[config.mk]
export PLATFORM = sky130hd
export DESIGN_NAME = turtle_vector_command_engine_unit_flat
export DESIGN_NICKNAME = d
export VERILOG_FILES = /design/src/rtl/tvce_pkg.sv /design/src/rtl/tvce_req_if.sv /design/src/rtl/tvce_rsp_if.sv /design/src/rtl/tvce_axis.sv /design/src/rtl/turtle_vector_command_engine_unit.sv /design/src/flat_wrapper.sv
export SDC_FILE = /design/constraint.sdc
export NUM_CORES = 2
export LEC_CHECK = 0
export BUFFER_PORTS_ARGS = -buffer_cell sky130_fd_sc_hd__buf_2
export CORE_ASPECT_RATIO = 1.1
export CORE_MARGIN = 2
export CORE_UTILIZATION = 43
export DETAILED_ROUTE_END_ITERATION = 8
export PLACE_DENSITY = 0.57
export SYNTH_ARGS = -nofsm -noshare
export SYNTH_HDL_FRONTEND = slang
export SYNTH_SLANG_ARGS = --single-unit
[constraint.sdc]
create_clock -name clock -period 21.1 [get_ports clock]
set_input_delay 3.165 -clock clock [delete_from_list [all_inputs] [get_ports clock]]
set_output_delay 3.165 -clock clock [all_outputs]
set_load 0.02 [all_outputs]
[src/rtl/tvce_pkg.sv]
// ----------------------------------------------------------------------------
// tvce_pkg
// Shared constants, opcodes, result kinds and the quarter-wave sine table of
// the turtle vector command engine.
// ----------------------------------------------------------------------------
`default_nettype none

package tvce_pkg;

   localparam int SCREEN_WIDTH_DEF  = 320;
   localparam int SCREEN_HEIGHT_DEF = 240;
   localparam int FRACTION_BITS_DEF = 16;

   localparam int OP_W     = 4;
   localparam int AMOUNT_W = 16;
   localparam int KIND_W   = 2;
   localparam int COORD_W  = 16;
   localparam int HEAD_W   = 9;
   localparam int POS_W    = 32;
   localparam int ROM_W    = 18;   // signed, holds +/-65536

   localparam logic [OP_W-1:0] OP_FWD     = 4'd0;
   localparam logic [OP_W-1:0] OP_BACK    = 4'd1;
   localparam logic [OP_W-1:0] OP_LEFT    = 4'd2;
   localparam logic [OP_W-1:0] OP_RIGHT   = 4'd3;
   localparam logic [OP_W-1:0] OP_HOME    = 4'd4;
   localparam logic [OP_W-1:0] OP_CLEAN   = 4'd5;
   localparam logic [OP_W-1:0] OP_CLRSCR  = 4'd6;
   localparam logic [OP_W-1:0] OP_PENUP   = 4'd7;
   localparam logic [OP_W-1:0] OP_PENDOWN = 4'd8;

   localparam logic [KIND_W-1:0] KIND_NONE  = 2'd0;
   localparam logic [KIND_W-1:0] KIND_LINE  = 2'd1;
   localparam logic [KIND_W-1:0] KIND_CLEAR = 2'd2;

   localparam logic [HEAD_W-1:0] DEG_90  = 9'd90;
   localparam logic [HEAD_W-1:0] DEG_180 = 9'd180;
   localparam logic [HEAD_W-1:0] DEG_270 = 9'd270;
   localparam logic [HEAD_W-1:0] DEG_360 = 9'd360;

   // turn reduction mod 360: operand offset by a multiple of 360 to stay
   // positive, then remainder from the fraction of a reciprocal product
   localparam int TURN_VAL_W     = 17;
   localparam int TURN_FRAC_BITS = 26;
   localparam int TURN_PROD_W    = TURN_FRAC_BITS + HEAD_W;
   localparam logic [TURN_VAL_W-1:0] TURN_OFFSET = 17'd33120;     // 92 * 360
   localparam logic [17:0]           TURN_RECIP  = 18'd186414;    // ceil(2^26/360)

   localparam logic [16:0] SINE_ROM [0:90] = '{
      17'd0,     17'd1144,  17'd2287,  17'd3430,  17'd4572,  17'd5712,  17'd6850,
      17'd7987,  17'd9121,  17'd10252, 17'd11380, 17'd12505, 17'd13626, 17'd14742,
      17'd15855, 17'd16962, 17'd18064, 17'd19161, 17'd20252, 17'd21336, 17'd22415,
      17'd23486, 17'd24550, 17'd25607, 17'd26656, 17'd27697, 17'd28729, 17'd29753,
      17'd30767, 17'd31772, 17'd32768, 17'd33754, 17'd34729, 17'd35693, 17'd36647,
      17'd37590, 17'd38521, 17'd39441, 17'd40348, 17'd41243, 17'd42126, 17'd42995,
      17'd43852, 17'd44695, 17'd45525, 17'd46341, 17'd47143, 17'd47930, 17'd48703,
      17'd49461, 17'd50203, 17'd50931, 17'd51643, 17'd52339, 17'd53020, 17'd53684,
      17'd54332, 17'd54963, 17'd55578, 17'd56175, 17'd56756, 17'd57319, 17'd57865,
      17'd58393, 17'd58903, 17'd59396, 17'd59870, 17'd60326, 17'd60764, 17'd61183,
      17'd61584, 17'd61966, 17'd62328, 17'd62672, 17'd62997, 17'd63303, 17'd63589,
      17'd63856, 17'd64104, 17'd64332, 17'd64540, 17'd64729, 17'd64898, 17'd65048,
      17'd65177, 17'd65287, 17'd65376, 17'd65446, 17'd65496, 17'd65526, 17'd65536
   };

   // sine of a heading in 0..359, Q1.16
   function automatic logic signed [ROM_W-1:0] sine_of(input logic [HEAD_W-1:0] h);
      logic [6:0] idx;
      logic       neg;
      logic signed [ROM_W-1:0] mag;
      if (h <= DEG_90) begin
         idx = 7'(h);
         neg = 1'b0;
      end else if (h <= DEG_180) begin
         idx = 7'(DEG_180 - h);
         neg = 1'b0;
      end else if (h <= DEG_270) begin
         idx = 7'(h - DEG_180);
         neg = 1'b1;
      end else begin
         idx = 7'(DEG_360 - h);
         neg = 1'b1;
      end
      mag = $signed({1'b0, SINE_ROM[idx]});
      return neg ? -mag : mag;
   endfunction

   function automatic logic signed [ROM_W-1:0] cosine_of(input logic [HEAD_W-1:0] h);
      return sine_of((h >= DEG_270) ? (h - DEG_270) : (h + DEG_90));
   endfunction

endpackage

`default_nettype wire

[src/rtl/tvce_req_if.sv]
// ----------------------------------------------------------------------------
// tvce_req_if
// Command channel: valid/ready handshake carrying one turtle command item.
// ----------------------------------------------------------------------------
`default_nettype none

interface tvce_req_if;
   logic                                  valid;
   logic                                  ready;
   logic [tvce_pkg::OP_W-1:0]             op;
   logic signed [tvce_pkg::AMOUNT_W-1:0]  amount;

   modport source (output valid, output op, output amount, input ready);
   modport sink   (input valid, input op, input amount, output ready);
endinterface

`default_nettype wire

[src/rtl/tvce_rsp_if.sv]
// ----------------------------------------------------------------------------
// tvce_rsp_if
// Result channel: valid/ready handshake carrying one draw result item.
// ----------------------------------------------------------------------------
`default_nettype none

interface tvce_rsp_if;
   logic                                 valid;
   logic                                 ready;
   logic [tvce_pkg::KIND_W-1:0]          kind;
   logic signed [tvce_pkg::COORD_W-1:0]  x_start;
   logic signed [tvce_pkg::COORD_W-1:0]  y_start;
   logic signed [tvce_pkg::COORD_W-1:0]  x_end;
   logic signed [tvce_pkg::COORD_W-1:0]  y_end;
   logic [tvce_pkg::HEAD_W-1:0]          heading_now;

   modport source (output valid, output kind, output x_start, output y_start,
                   output x_end, output y_end, output heading_now, input ready);
   modport sink   (input valid, input kind, input x_start, input y_start,
                   input x_end, input y_end, input heading_now, output ready);
endinterface

`default_nettype wire

[src/rtl/tvce_axis.sv]
// ----------------------------------------------------------------------------
// tvce_axis
// One axis of a move: amount times trig value, floor shift to the position
// format, saturating add, and integer parts of the old and new coordinate.
// ----------------------------------------------------------------------------
`default_nettype none

module tvce_axis #(
   parameter int FRACTION_BITS = tvce_pkg::FRACTION_BITS_DEF
) (
   input  wire logic signed [tvce_pkg::POS_W-1:0]    pos,
   input  wire logic signed [tvce_pkg::AMOUNT_W-1:0] amount,
   input  wire logic signed [tvce_pkg::ROM_W-1:0]    trig,
   input  wire logic                                 negate,
   output logic signed [tvce_pkg::POS_W-1:0]         pos_next,
   output logic signed [tvce_pkg::COORD_W-1:0]       int_old,
   output logic signed [tvce_pkg::COORD_W-1:0]       int_new
);

   localparam int PROD_W  = tvce_pkg::AMOUNT_W + tvce_pkg::ROM_W;
   localparam int DELTA_W = PROD_W + 1;
   localparam int SUM_W   = DELTA_W + 1;
   localparam int SHIFT   = 16 - FRACTION_BITS;
   localparam int ADJ_W   = tvce_pkg::POS_W + 1;

   localparam logic signed [SUM_W-1:0] POS_MAX = SUM_W'(64'sd2147483647);
   localparam logic signed [SUM_W-1:0] POS_MIN = SUM_W'(-64'sd2147483648);
   localparam logic signed [ADJ_W-1:0] RND     = (ADJ_W'(1) <<< FRACTION_BITS) - ADJ_W'(1);
   localparam logic signed [ADJ_W-1:0] INT_MAX = ADJ_W'(32767);
   localparam logic signed [ADJ_W-1:0] INT_MIN = -ADJ_W'(32768);

   logic signed [PROD_W-1:0]  prod;
   logic signed [PROD_W-1:0]  step;
   logic signed [DELTA_W-1:0] delta;
   logic signed [SUM_W-1:0]   sum;

   // integer part, truncated toward zero, saturated to 16 bits
   function automatic logic signed [tvce_pkg::COORD_W-1:0] int_part(
      input logic signed [tvce_pkg::POS_W-1:0] p);
      logic signed [ADJ_W-1:0] adj;
      logic signed [ADJ_W-1:0] q;
      adj = (p < 0) ? (ADJ_W'(p) + RND) : ADJ_W'(p);
      q   = adj >>> FRACTION_BITS;
      if (q > INT_MAX) begin
         q = INT_MAX;
      end else if (q < INT_MIN) begin
         q = INT_MIN;
      end
      return q[tvce_pkg::COORD_W-1:0];
   endfunction

   always_comb begin
      prod  = PROD_W'(amount) * PROD_W'(trig);
      step  = prod >>> SHIFT;
      delta = negate ? -DELTA_W'(step) : DELTA_W'(step);
      sum   = SUM_W'(pos) + SUM_W'(delta);
      if (sum > POS_MAX) begin
         pos_next = POS_MAX[tvce_pkg::POS_W-1:0];
      end else if (sum < POS_MIN) begin
         pos_next = POS_MIN[tvce_pkg::POS_W-1:0];
      end else begin
         pos_next = sum[tvce_pkg::POS_W-1:0];
      end
      int_old = int_part(pos);
      int_new = int_part(pos_next);
   end

endmodule

`default_nettype wire

[src/rtl/turtle_vector_command_engine_unit.sv]
// ----------------------------------------------------------------------------
// turtle_vector_command_engine_unit
// Turtle graphics command engine: keeps position, heading and pen, and turns
// each command item into one result item (segment, clear request or nothing).
// ----------------------------------------------------------------------------
//
//   channel   dir   handshake       payload
//   req_bus   in    valid/ready     op, amount
//   rsp_bus   out   valid/ready     kind, x_start, y_start, x_end, y_end,
//                                   heading_now
//
// One item per cycle sustained while the result channel is not stalled; an
// item passes the command register, then the result register. The turn
// reciprocal multiply sits before the command register and the remainder
// multiply after it; the trig multiplies and saturating adds sit before the
// result register. Synchronous reset puts the turtle home, heading 0, pen
// down. A stalled result holds the result register and a full command
// register behind it; an empty command register still takes an item.
`default_nettype none

module turtle_vector_command_engine_unit #(
   parameter int SCREEN_WIDTH  = tvce_pkg::SCREEN_WIDTH_DEF,
   parameter int SCREEN_HEIGHT = tvce_pkg::SCREEN_HEIGHT_DEF,
   parameter int FRACTION_BITS = tvce_pkg::FRACTION_BITS_DEF
) (
   input wire logic      clock,
   input wire logic      reset,
   tvce_req_if.sink      req_bus,
   tvce_rsp_if.source    rsp_bus
);

   localparam int POS_W   = tvce_pkg::POS_W;
   localparam int HEAD_W  = tvce_pkg::HEAD_W;
   localparam int COORD_W = tvce_pkg::COORD_W;
   localparam int ROM_W   = tvce_pkg::ROM_W;

   localparam logic signed [POS_W-1:0] HOME_X = POS_W'((SCREEN_WIDTH / 2) << FRACTION_BITS);
   localparam logic signed [POS_W-1:0] HOME_Y = POS_W'((SCREEN_HEIGHT / 2) << FRACTION_BITS);
   localparam logic signed [ROM_W-1:0] COS_0  = ROM_W'(65536);

   // command register
   logic                                   cmd_valid_ff;
   logic [tvce_pkg::OP_W-1:0]              op_ff;
   logic signed [tvce_pkg::AMOUNT_W-1:0]   amount_ff;
   logic [tvce_pkg::TURN_FRAC_BITS-1:0]    frac_ff;

   // turtle state
   logic signed [POS_W-1:0]  pos_x_ff, pos_x_in;
   logic signed [POS_W-1:0]  pos_y_ff, pos_y_in;
   logic [HEAD_W-1:0]        heading_ff, heading_in;
   logic                     pen_ff, pen_in;
   logic signed [ROM_W-1:0]  sin_ff, cos_ff;

   // result register
   logic                           rsp_valid_ff;
   logic [tvce_pkg::KIND_W-1:0]    kind_ff, kind_in;
   logic signed [COORD_W-1:0]      xs_ff, ys_ff, xe_ff, ye_ff;
   logic signed [COORD_W-1:0]      xs_in, ys_in, xe_in, ye_in;

   logic                           req_fire;
   logic                           out_free;
   logic                           cmd_fire;
   logic [tvce_pkg::TURN_VAL_W-1:0] turn_val;
   logic [34:0]                    recip_prod;
   logic [tvce_pkg::TURN_PROD_W-1:0] rem_prod;
   logic [HEAD_W-1:0]              turn_rem;
   logic [HEAD_W:0]                head_sum;
   logic                           is_move;
   logic                           is_back;
   logic signed [POS_W-1:0]        mx_pos, my_pos;
   logic signed [COORD_W-1:0]      mx_old, mx_new, my_old, my_new;

   assign out_free      = !rsp_valid_ff || rsp_bus.ready;
   assign cmd_fire      = cmd_valid_ff && out_free;
   assign req_bus.ready = !cmd_valid_ff || out_free;
   assign req_fire      = req_bus.valid && req_bus.ready;

   // turn operand, offset to stay positive; right turns negate it
   always_comb begin
      if (req_bus.op == tvce_pkg::OP_RIGHT) begin
         turn_val = tvce_pkg::TURN_OFFSET - tvce_pkg::TURN_VAL_W'(req_bus.amount);
      end else begin
         turn_val = tvce_pkg::TURN_OFFSET + tvce_pkg::TURN_VAL_W'(req_bus.amount);
      end
      recip_prod = 35'(turn_val) * 35'(tvce_pkg::TURN_RECIP);
   end

   always_ff @(posedge clock) begin
      if (reset) begin
         cmd_valid_ff <= 1'b0;
      end else if (req_fire) begin
         cmd_valid_ff <= 1'b1;
      end else if (cmd_fire) begin
         cmd_valid_ff <= 1'b0;
      end
   end

   always_ff @(posedge clock) begin
      if (req_fire) begin
         op_ff     <= req_bus.op;
         amount_ff <= req_bus.amount;
         frac_ff   <= recip_prod[tvce_pkg::TURN_FRAC_BITS-1:0];
      end
   end

   assign is_move = (op_ff == tvce_pkg::OP_FWD) || (op_ff == tvce_pkg::OP_BACK);
   assign is_back = (op_ff == tvce_pkg::OP_BACK);

   tvce_axis #(
      .FRACTION_BITS (FRACTION_BITS)
   ) u_axis_x (
      .pos      (pos_x_ff),
      .amount   (amount_ff),
      .trig     (cos_ff),
      .negate   (is_back),
      .pos_next (mx_pos),
      .int_old  (mx_old),
      .int_new  (mx_new)
   );

   // y points down: forward subtracts the sine step
   tvce_axis #(
      .FRACTION_BITS (FRACTION_BITS)
   ) u_axis_y (
      .pos      (pos_y_ff),
      .amount   (amount_ff),
      .trig     (sin_ff),
      .negate   (!is_back),
      .pos_next (my_pos),
      .int_old  (my_old),
      .int_new  (my_new)
   );

   always_comb begin
      rem_prod   = tvce_pkg::TURN_PROD_W'(frac_ff) * tvce_pkg::TURN_PROD_W'(tvce_pkg::DEG_360);
      turn_rem   = rem_prod[tvce_pkg::TURN_PROD_W-1:tvce_pkg::TURN_FRAC_BITS];
      head_sum   = {1'b0, heading_ff} + {1'b0, turn_rem};

      pos_x_in   = pos_x_ff;
      pos_y_in   = pos_y_ff;
      heading_in = heading_ff;
      pen_in     = pen_ff;
      kind_in    = tvce_pkg::KIND_NONE;
      xs_in      = '0;
      ys_in      = '0;
      xe_in      = '0;
      ye_in      = '0;

      if (is_move) begin
         pos_x_in = mx_pos;
         pos_y_in = my_pos;
         if (pen_ff) begin
            kind_in = tvce_pkg::KIND_LINE;
            xs_in   = mx_old;
            ys_in   = my_old;
            xe_in   = mx_new;
            ye_in   = my_new;
         end
      end

      case (op_ff)
         tvce_pkg::OP_LEFT, tvce_pkg::OP_RIGHT: begin
            if (head_sum >= {1'b0, tvce_pkg::DEG_360}) begin
               heading_in = HEAD_W'(head_sum - {1'b0, tvce_pkg::DEG_360});
            end else begin
               heading_in = HEAD_W'(head_sum);
            end
         end
         tvce_pkg::OP_HOME: begin
            pos_x_in   = HOME_X;
            pos_y_in   = HOME_Y;
            heading_in = '0;
         end
         tvce_pkg::OP_CLEAN: begin
            kind_in = tvce_pkg::KIND_CLEAR;
         end
         tvce_pkg::OP_CLRSCR: begin
            kind_in    = tvce_pkg::KIND_CLEAR;
            pos_x_in   = HOME_X;
            pos_y_in   = HOME_Y;
            heading_in = '0;
         end
         tvce_pkg::OP_PENUP: begin
            pen_in = 1'b0;
         end
         tvce_pkg::OP_PENDOWN: begin
            pen_in = 1'b1;
         end
         default: begin
         end
      endcase
   end

   always_ff @(posedge clock) begin
      if (reset) begin
         pos_x_ff   <= HOME_X;
         pos_y_ff   <= HOME_Y;
         heading_ff <= '0;
         pen_ff     <= 1'b1;
         sin_ff     <= '0;
         cos_ff     <= COS_0;
      end else if (cmd_fire) begin
         pos_x_ff   <= pos_x_in;
         pos_y_ff   <= pos_y_in;
         heading_ff <= heading_in;
         pen_ff     <= pen_in;
         sin_ff     <= tvce_pkg::sine_of(heading_in);
         cos_ff     <= tvce_pkg::cosine_of(heading_in);
      end
   end

   always_ff @(posedge clock) begin
      if (reset) begin
         rsp_valid_ff <= 1'b0;
      end else if (cmd_fire) begin
         rsp_valid_ff <= 1'b1;
      end else if (rsp_bus.ready) begin
         rsp_valid_ff <= 1'b0;
      end
   end

   always_ff @(posedge clock) begin
      if (cmd_fire) begin
         kind_ff <= kind_in;
         xs_ff   <= xs_in;
         ys_ff   <= ys_in;
         xe_ff   <= xe_in;
         ye_ff   <= ye_in;
      end
   end

   assign rsp_bus.valid       = rsp_valid_ff;
   assign rsp_bus.kind        = kind_ff;
   assign rsp_bus.x_start     = xs_ff;
   assign rsp_bus.y_start     = ys_ff;
   assign rsp_bus.x_end       = xe_ff;
   assign rsp_bus.y_end       = ye_ff;
   assign rsp_bus.heading_now = heading_ff;

`ifndef SYNTHESIS
   a_heading_range: assert property (@(posedge clock) disable iff (reset)
      heading_ff < tvce_pkg::DEG_360)
      else $error("heading out of range");

   a_cmd_to_rsp: assert property (@(posedge clock) disable iff (reset)
      cmd_fire |=> rsp_valid_ff)
      else $error("command left without a result");

   a_no_line_zero: assert property (@(posedge clock) disable iff (reset)
      (rsp_valid_ff && kind_ff != tvce_pkg::KIND_LINE) |->
      (xs_ff == '0 && ys_ff == '0 && xe_ff == '0 && ye_ff == '0))
      else $error("coordinates on a result without a segment");

   a_penup_no_line: assert property (@(posedge clock) disable iff (reset)
      (cmd_fire && op_ff == tvce_pkg::OP_PENUP) |=> !pen_ff)
      else $error("pen still down after pen up");
`endif

endmodule

`default_nettype wire
[src/flat_wrapper.sv]
// flat-port wrapper written by rule: the top's interface ports become plain ports
module turtle_vector_command_engine_unit_flat 
#(
   parameter int SCREEN_WIDTH  = tvce_pkg::SCREEN_WIDTH_DEF,
   parameter int SCREEN_HEIGHT = tvce_pkg::SCREEN_HEIGHT_DEF,
   parameter int FRACTION_BITS = tvce_pkg::FRACTION_BITS_DEF
)
  (clock, reset, req_bus_valid, req_bus_op, req_bus_amount, req_bus_ready, rsp_bus_valid, rsp_bus_kind, rsp_bus_x_start, rsp_bus_y_start, rsp_bus_x_end, rsp_bus_y_end, rsp_bus_heading_now, rsp_bus_ready);
  tvce_req_if req_bus_i ();
  tvce_rsp_if rsp_bus_i ();
  input wire logic clock;
  input wire logic reset;
  input wire logic [$bits(req_bus_i.valid)-1:0] req_bus_valid;
  input wire logic [$bits(req_bus_i.op)-1:0] req_bus_op;
  input wire logic [$bits(req_bus_i.amount)-1:0] req_bus_amount;
  output wire logic [$bits(req_bus_i.ready)-1:0] req_bus_ready;
  output wire logic [$bits(rsp_bus_i.valid)-1:0] rsp_bus_valid;
  output wire logic [$bits(rsp_bus_i.kind)-1:0] rsp_bus_kind;
  output wire logic [$bits(rsp_bus_i.x_start)-1:0] rsp_bus_x_start;
  output wire logic [$bits(rsp_bus_i.y_start)-1:0] rsp_bus_y_start;
  output wire logic [$bits(rsp_bus_i.x_end)-1:0] rsp_bus_x_end;
  output wire logic [$bits(rsp_bus_i.y_end)-1:0] rsp_bus_y_end;
  output wire logic [$bits(rsp_bus_i.heading_now)-1:0] rsp_bus_heading_now;
  input wire logic [$bits(rsp_bus_i.ready)-1:0] rsp_bus_ready;
  assign req_bus_i.valid = req_bus_valid;
  assign req_bus_i.op = req_bus_op;
  assign req_bus_i.amount = req_bus_amount;
  assign req_bus_ready = req_bus_i.ready;
  assign rsp_bus_valid = rsp_bus_i.valid;
  assign rsp_bus_kind = rsp_bus_i.kind;
  assign rsp_bus_x_start = rsp_bus_i.x_start;
  assign rsp_bus_y_start = rsp_bus_i.y_start;
  assign rsp_bus_x_end = rsp_bus_i.x_end;
  assign rsp_bus_y_end = rsp_bus_i.y_end;
  assign rsp_bus_heading_now = rsp_bus_i.heading_now;
  assign rsp_bus_i.ready = rsp_bus_ready;
  turtle_vector_command_engine_unit #(.SCREEN_WIDTH(SCREEN_WIDTH), .SCREEN_HEIGHT(SCREEN_HEIGHT), .FRACTION_BITS(FRACTION_BITS)) u_core (.clock(clock), .reset(reset), .req_bus(req_bus_i), .rsp_bus(rsp_bus_i));
endmodule
==> run_summary.xml <==
<?xml version="1.0" encoding="UTF-8"?>
<metrics>
  <group name="logic_synthesis">
    <metric name="synth.area.top_cells" unit="">sky130_fd_sc_hd__fa_1 29%, sky130_fd_sc_hd__ha_1 12%, sky130_fd_sc_hd__edfxtp_1 6.7%</metric>
    <metric name="synth-edff-count" unit="">110</metric>
    <metric name="netlist_area" unit="mm2">0.0491</metric>
    <metric name="synth_top_area_cell" unit="">sky130_fd_sc_hd__fa_1</metric>
    <metric name="syn_avg_cell_area" unit="um2">8.57</metric>
    <metric name="mappedNetlistNets" unit="">6919</metric>
    <metric name="synthDominantCellAreaShare" unit="">0.287</metric>
    <metric name="ys_seq_elements" unit="">222</metric>
    <metric name="synth-async-reset-ratio" unit="">0</metric>
    <metric name="synth_warnings" unit="">0</metric>
    <metric name="synth_cells" unit="">5728</metric>
    <metric name="synth_flop_cell" unit="">sky130_fd_sc_hd__dfxtp_1</metric>
    <metric name="synth_cell_types" unit="">130</metric>
    <metric name="yosysSeqAreaShare" unit="">0.113</metric>
  </group>
  <group name="sta">
    <metric name="post-route-min-period" unit="ps">14230</metric>
    <metric name="final_hold_viol_count" unit="">0</metric>
    <metric name="worst-slew-pin-transition" unit="ps">1250</metric>
    <metric name="finalCritPeriodShare" unit="">0.674</metric>
    <metric name="clock.fmax" unit="MHz">70.3</metric>
    <metric name="timing.clock.skew" unit="ps">26.2</metric>
    <metric name="grt_setup_unrepaired" unit="">no</metric>
    <metric name="setup_viol" unit="">0</metric>
    <metric name="slew_headroom" unit="">0.163</metric>
    <metric name="timing_max_transition_violations_final" unit="">0</metric>
    <metric name="final.setup.tns" unit="ps">0</metric>
  </group>
  <group name="flow_run">
    <metric name="timing.max_cap.violations" unit="">0</metric>
  </group>
  <group name="floorplan">
    <metric name="die_h" unit="um">358</metric>
    <metric name="die_area" unit="mm2">0.117</metric>
    <metric name="die-width" unit="um">326</metric>
    <metric name="floorplan.initialDensity" unit="">0.432</metric>
    <metric name="std_cell_rows" unit="">130</metric>
    <metric name="top_level_ports" unit="">101</metric>
    <metric name="core" unit="mm2">0.114</metric>
  </group>
  <group name="clocking">
    <metric name="clock_tree.htree_level_count" unit="">1</metric>
    <metric name="cts_made_buffers" unit="">30</metric>
    <metric name="cts_root_buf" unit="">sky130_fd_sc_hd__clkbuf_16</metric>
    <metric name="ctsLongestPathBuffers" unit="">3</metric>
    <metric name="cts_hold_buffers" unit="">0</metric>
    <metric name="clock_tree_from_tritoncts" unit="">yes</metric>
    <metric name="insertion_delay" unit="ps">620</metric>
    <metric name="cts_resizes" unit="">0</metric>
    <metric name="clock_sinks" unit="">222</metric>
    <metric name="clkSlewWorstSetupHoldPaths" unit="ps">60</metric>
    <metric name="cts_setup_buffers" unit="">0</metric>
  </group>
  <group name="grt">
    <metric name="layer_with_the_highest_usage_after_global_routing" unit="">met2</metric>
    <metric name="global_route.overflow_total" unit="">0</metric>
    <metric name="first_pass_grt_wire_length" unit="um">220000</metric>
    <metric name="met2_usage_in_global_routing" unit="">0.390</metric>
    <metric name="pin_count_of_the_biggest_net_entering_global_routing" unit="">70</metric>
    <metric name="gr-usage-met3" unit="">0.0220</metric>
    <metric name="grt.total_usage" unit="">0.232</metric>
    <metric name="grt_antenna_before_repair" unit="">0</metric>
    <metric name="grt_pass1_vias" unit="">40500</metric>
    <metric name="grtUsageMet1" unit="">0.320</metric>
  </group>
  <group name="detailed_routing">
    <metric name="detail_route.wirelength" unit="um">134000</metric>
    <metric name="routedWlPerCell" unit="um">18.6</metric>
    <metric name="route.antenna.remaining_nets" unit="">0</metric>
    <metric name="first_pass_detailed_route_iteration_total" unit="">5</metric>
    <metric name="detailroute.via_count" unit="">39500</metric>
    <metric name="drt_via_density" unit="">5.48</metric>
    <metric name="drc" unit="">0</metric>
    <metric name="drt_first_iter_violations" unit="">2888</metric>
  </group>
  <group name="setup_path">
    <metric name="rr_worst_depth" unit="">53</metric>
    <metric name="critPathMaxStageDelay" unit="ps">940</metric>
    <metric name="largest_fanout_on_the_critical_path" unit="">38</metric>
    <metric name="startpoint_type" unit="">flip-flop</metric>
    <metric name="cp_num_buf_inv" unit="">5</metric>
    <metric name="endpoint_of_the_lowest_slack_register_to_register_path" unit="">u_core.cos_ff[14]</metric>
    <metric name="category_of_the_worst_setup_path_capture_point" unit="">flip-flop</metric>
    <metric name="worst_endpoint_data_arrival_time" unit="ps">14720</metric>
    <metric name="setup.worst_path.end" unit="">u_core.cos_ff[14]</metric>
    <metric name="crit_cells" unit="">53</metric>
    <metric name="slowest_stage" unit="">sky130_fd_sc_hd__mux2i_1</metric>
    <metric name="rr_startpoint" unit="">u_core.amount_ff[0]</metric>
    <metric name="worst_path_most_repeated_cell" unit="">sky130_fd_sc_hd__o21a_1</metric>
    <metric name="timing_worst_setup_path_type" unit="">flip-flop to flip-flop</metric>
    <metric name="reg2reg_slack" unit="ps">6870</metric>
    <metric name="critPathTopFamily" unit="">compound AO/OA/AOI/OAI gates</metric>
    <metric name="worst-endpoint-required" unit="ps">21590</metric>
    <metric name="worstSetupStartpoint" unit="">u_core.amount_ff[0]</metric>
  </group>
  <group name="cells_and_area">
    <metric name="fin_nets" unit="">6851</metric>
    <metric name="n_antenna_cell" unit="">0</metric>
    <metric name="flow.area_growth_from_synthesis" unit="%">5.88</metric>
    <metric name="drive_above_1_share" unit="">0.0589</metric>
    <metric name="layout_commonest_cell" unit="">sky130_fd_sc_hd__inv_1</metric>
    <metric name="layout.cells.most_common_list" unit="">860 x sky130_fd_sc_hd__inv_1, 703 x sky130_fd_sc_hd__fa_1, 562 x sky130_fd_sc_hd__nand2_1</metric>
  </group>
  <group name="placed_design">
    <metric name="finalWeightedCongestion" unit="">0.878</metric>
    <metric name="hpwlAfterDp" unit="um">103000</metric>
    <metric name="port_buffers" unit="">100</metric>
  </group>
  <group name="worst_hold_path">
    <metric name="worst_min_path_class" unit="">flip-flop to flip-flop</metric>
  </group>
  <group name="run_status">
    <metric name="status" unit="">finished clean</metric>
  </group>
</metrics>
## cells in the mapped netlist (12+ instances only)
cell type,n
sky130_fd_sc_hd__o21a_1,39
sky130_fd_sc_hd__nand2_1,563
sky130_fd_sc_hd__a211oi_1,64
sky130_fd_sc_hd__mux2i_1,32
sky130_fd_sc_hd__a221oi_1,13
sky130_fd_sc_hd__ha_1,464
sky130_fd_sc_hd__buf_2,35
sky130_fd_sc_hd__a31oi_1,47
sky130_fd_sc_hd__xor2_1,106
sky130_fd_sc_hd__a21boi_0,28
sky130_fd_sc_hd__buf_1,15
sky130_fd_sc_hd__nand4_1,31
sky130_fd_sc_hd__o211ai_1,44
sky130_fd_sc_hd__a22oi_1,33
sky130_fd_sc_hd__nor3b_1,12
sky130_fd_sc_hd__edfxtp_1,110
sky130_fd_sc_hd__and2_1,286
sky130_fd_sc_hd__or2_2,13
sky130_fd_sc_hd__nor2_1,412
sky130_fd_sc_hd__inv_1,862
sky130_fd_sc_hd__a211o_1,22
sky130_fd_sc_hd__xnor2_1,221
sky130_fd_sc_hd__nand3_1,87
sky130_fd_sc_hd__o31ai_1,21
sky130_fd_sc_hd__o21bai_1,14
sky130_fd_sc_hd__or3_1,30
sky130_fd_sc_hd__a21o_1,53
sky130_fd_sc_hd__clkbuf_1,202
sky130_fd_sc_hd__dfxtp_1,112
sky130_fd_sc_hd__nor4_1,23
sky130_fd_sc_hd__a21oi_1,303
sky130_fd_sc_hd__nand2b_1,48
sky130_fd_sc_hd__and3_1,40
sky130_fd_sc_hd__o21ai_0,204
sky130_fd_sc_hd__fa_1,703
sky130_fd_sc_hd__nor3_1,99
sky130_fd_sc_hd__nor2b_1,29
## kinds of logic after synthesis
family	synth area share
AOI/OAI and AO/OA	0.150
adders and majority gates	0.405
and+or+nand+nor	0.170
muxes	0.0126
DFF	0.113
xor gates and xnor gates	0.0597
buffers and inverters	0.0893
## layout make-up
class	count	area (um2)
inverter	867	3260
tap	1518	1900
timing repair buffer	166	998
clock inverter	19	208
multi-input combinational	4373	39200
fill	11300	61700
clock buffer	37	827
sequential	222	5550
## flip-flops by register name, indices dropped and copies added (netlist names), 9 cells and up
register	count
u_core.pos_x_ff	32
u_core.pos_y_ff	32
u_core.frac_ff	24
u_core.cos_ff	18
u_core.sin_ff	18
u_core.amount_ff	16
u_core.rsp_bus.x_end	16
u_core.rsp_bus.x_start	16
u_core.rsp_bus.y_end	16
u_core.rsp_bus.y_start	16
u_core.rsp_bus.heading_now	9
## how the worst min path moves through the flow
stage                     startpoint               end  cells past startpoint
finish              u_core.sin_ff[8]  u_core.sin_ff[8]                      2
global route        u_core.sin_ff[8]  u_core.sin_ff[8]                      2
CTS                 u_core.sin_ff[8]  u_core.sin_ff[8]                      2
detailed placement  u_core.sin_ff[8]  u_core.sin_ff[8]                      2
global placement    u_core.sin_ff[8]  u_core.sin_ff[8]                      2
floorplan              u_core.pen_ff     u_core.pen_ff                      1
## worst reg2reg max path: cells and delay by family, from the launching register on
kind / cells / cell delay, ps
flip-flops: 1 / 330
buffers and inverters: 5 / 900
multiplexers: 3 / 2200
XOR/XNOR: 3 / 550
AO/OA/AOI/OAI: 26 / 5320
adder cells (fa/ha/maj): 6 / 1830
AND/OR/NAND/NOR: 10 / 3000
## layer usage
| layer | share of wire | up-vias |
|---|---|---|
| li1 | - | 18800 |
| met4 | 0.028 | 0 |
| met3 | 0.050 | 210 |
| met5 | 0 | - |
| met1 | 0.46 | 19400 |
| met2 | 0.47 | 1095 |
## metrics by stage
| stage | cells | hold slack [ps] | util | setup slack [ps] | cell area, um2 |
|---|---|---|---|---|---|
| after floorplan | 5728 | 456 | - | 9350 | 49100 |
| after global placement | 7146 | 450 | 0.448 | 7060 | 50900 |
| after detailed placement | 7146 | 452 | 0.448 | 7060 | 50900 |
| after CTS | 7202 | 459 | 0.457 | 6960 | 52000 |
| after global routing | 7202 | 507 | 0.457 | 5880 | 52000 |
| final | 7202 | 456 | 0.457 | 6870 | 52000 |
Power is not shown: default switching activity piles up to over one toggle a cycle in this logic, so the estimate is an artifact.
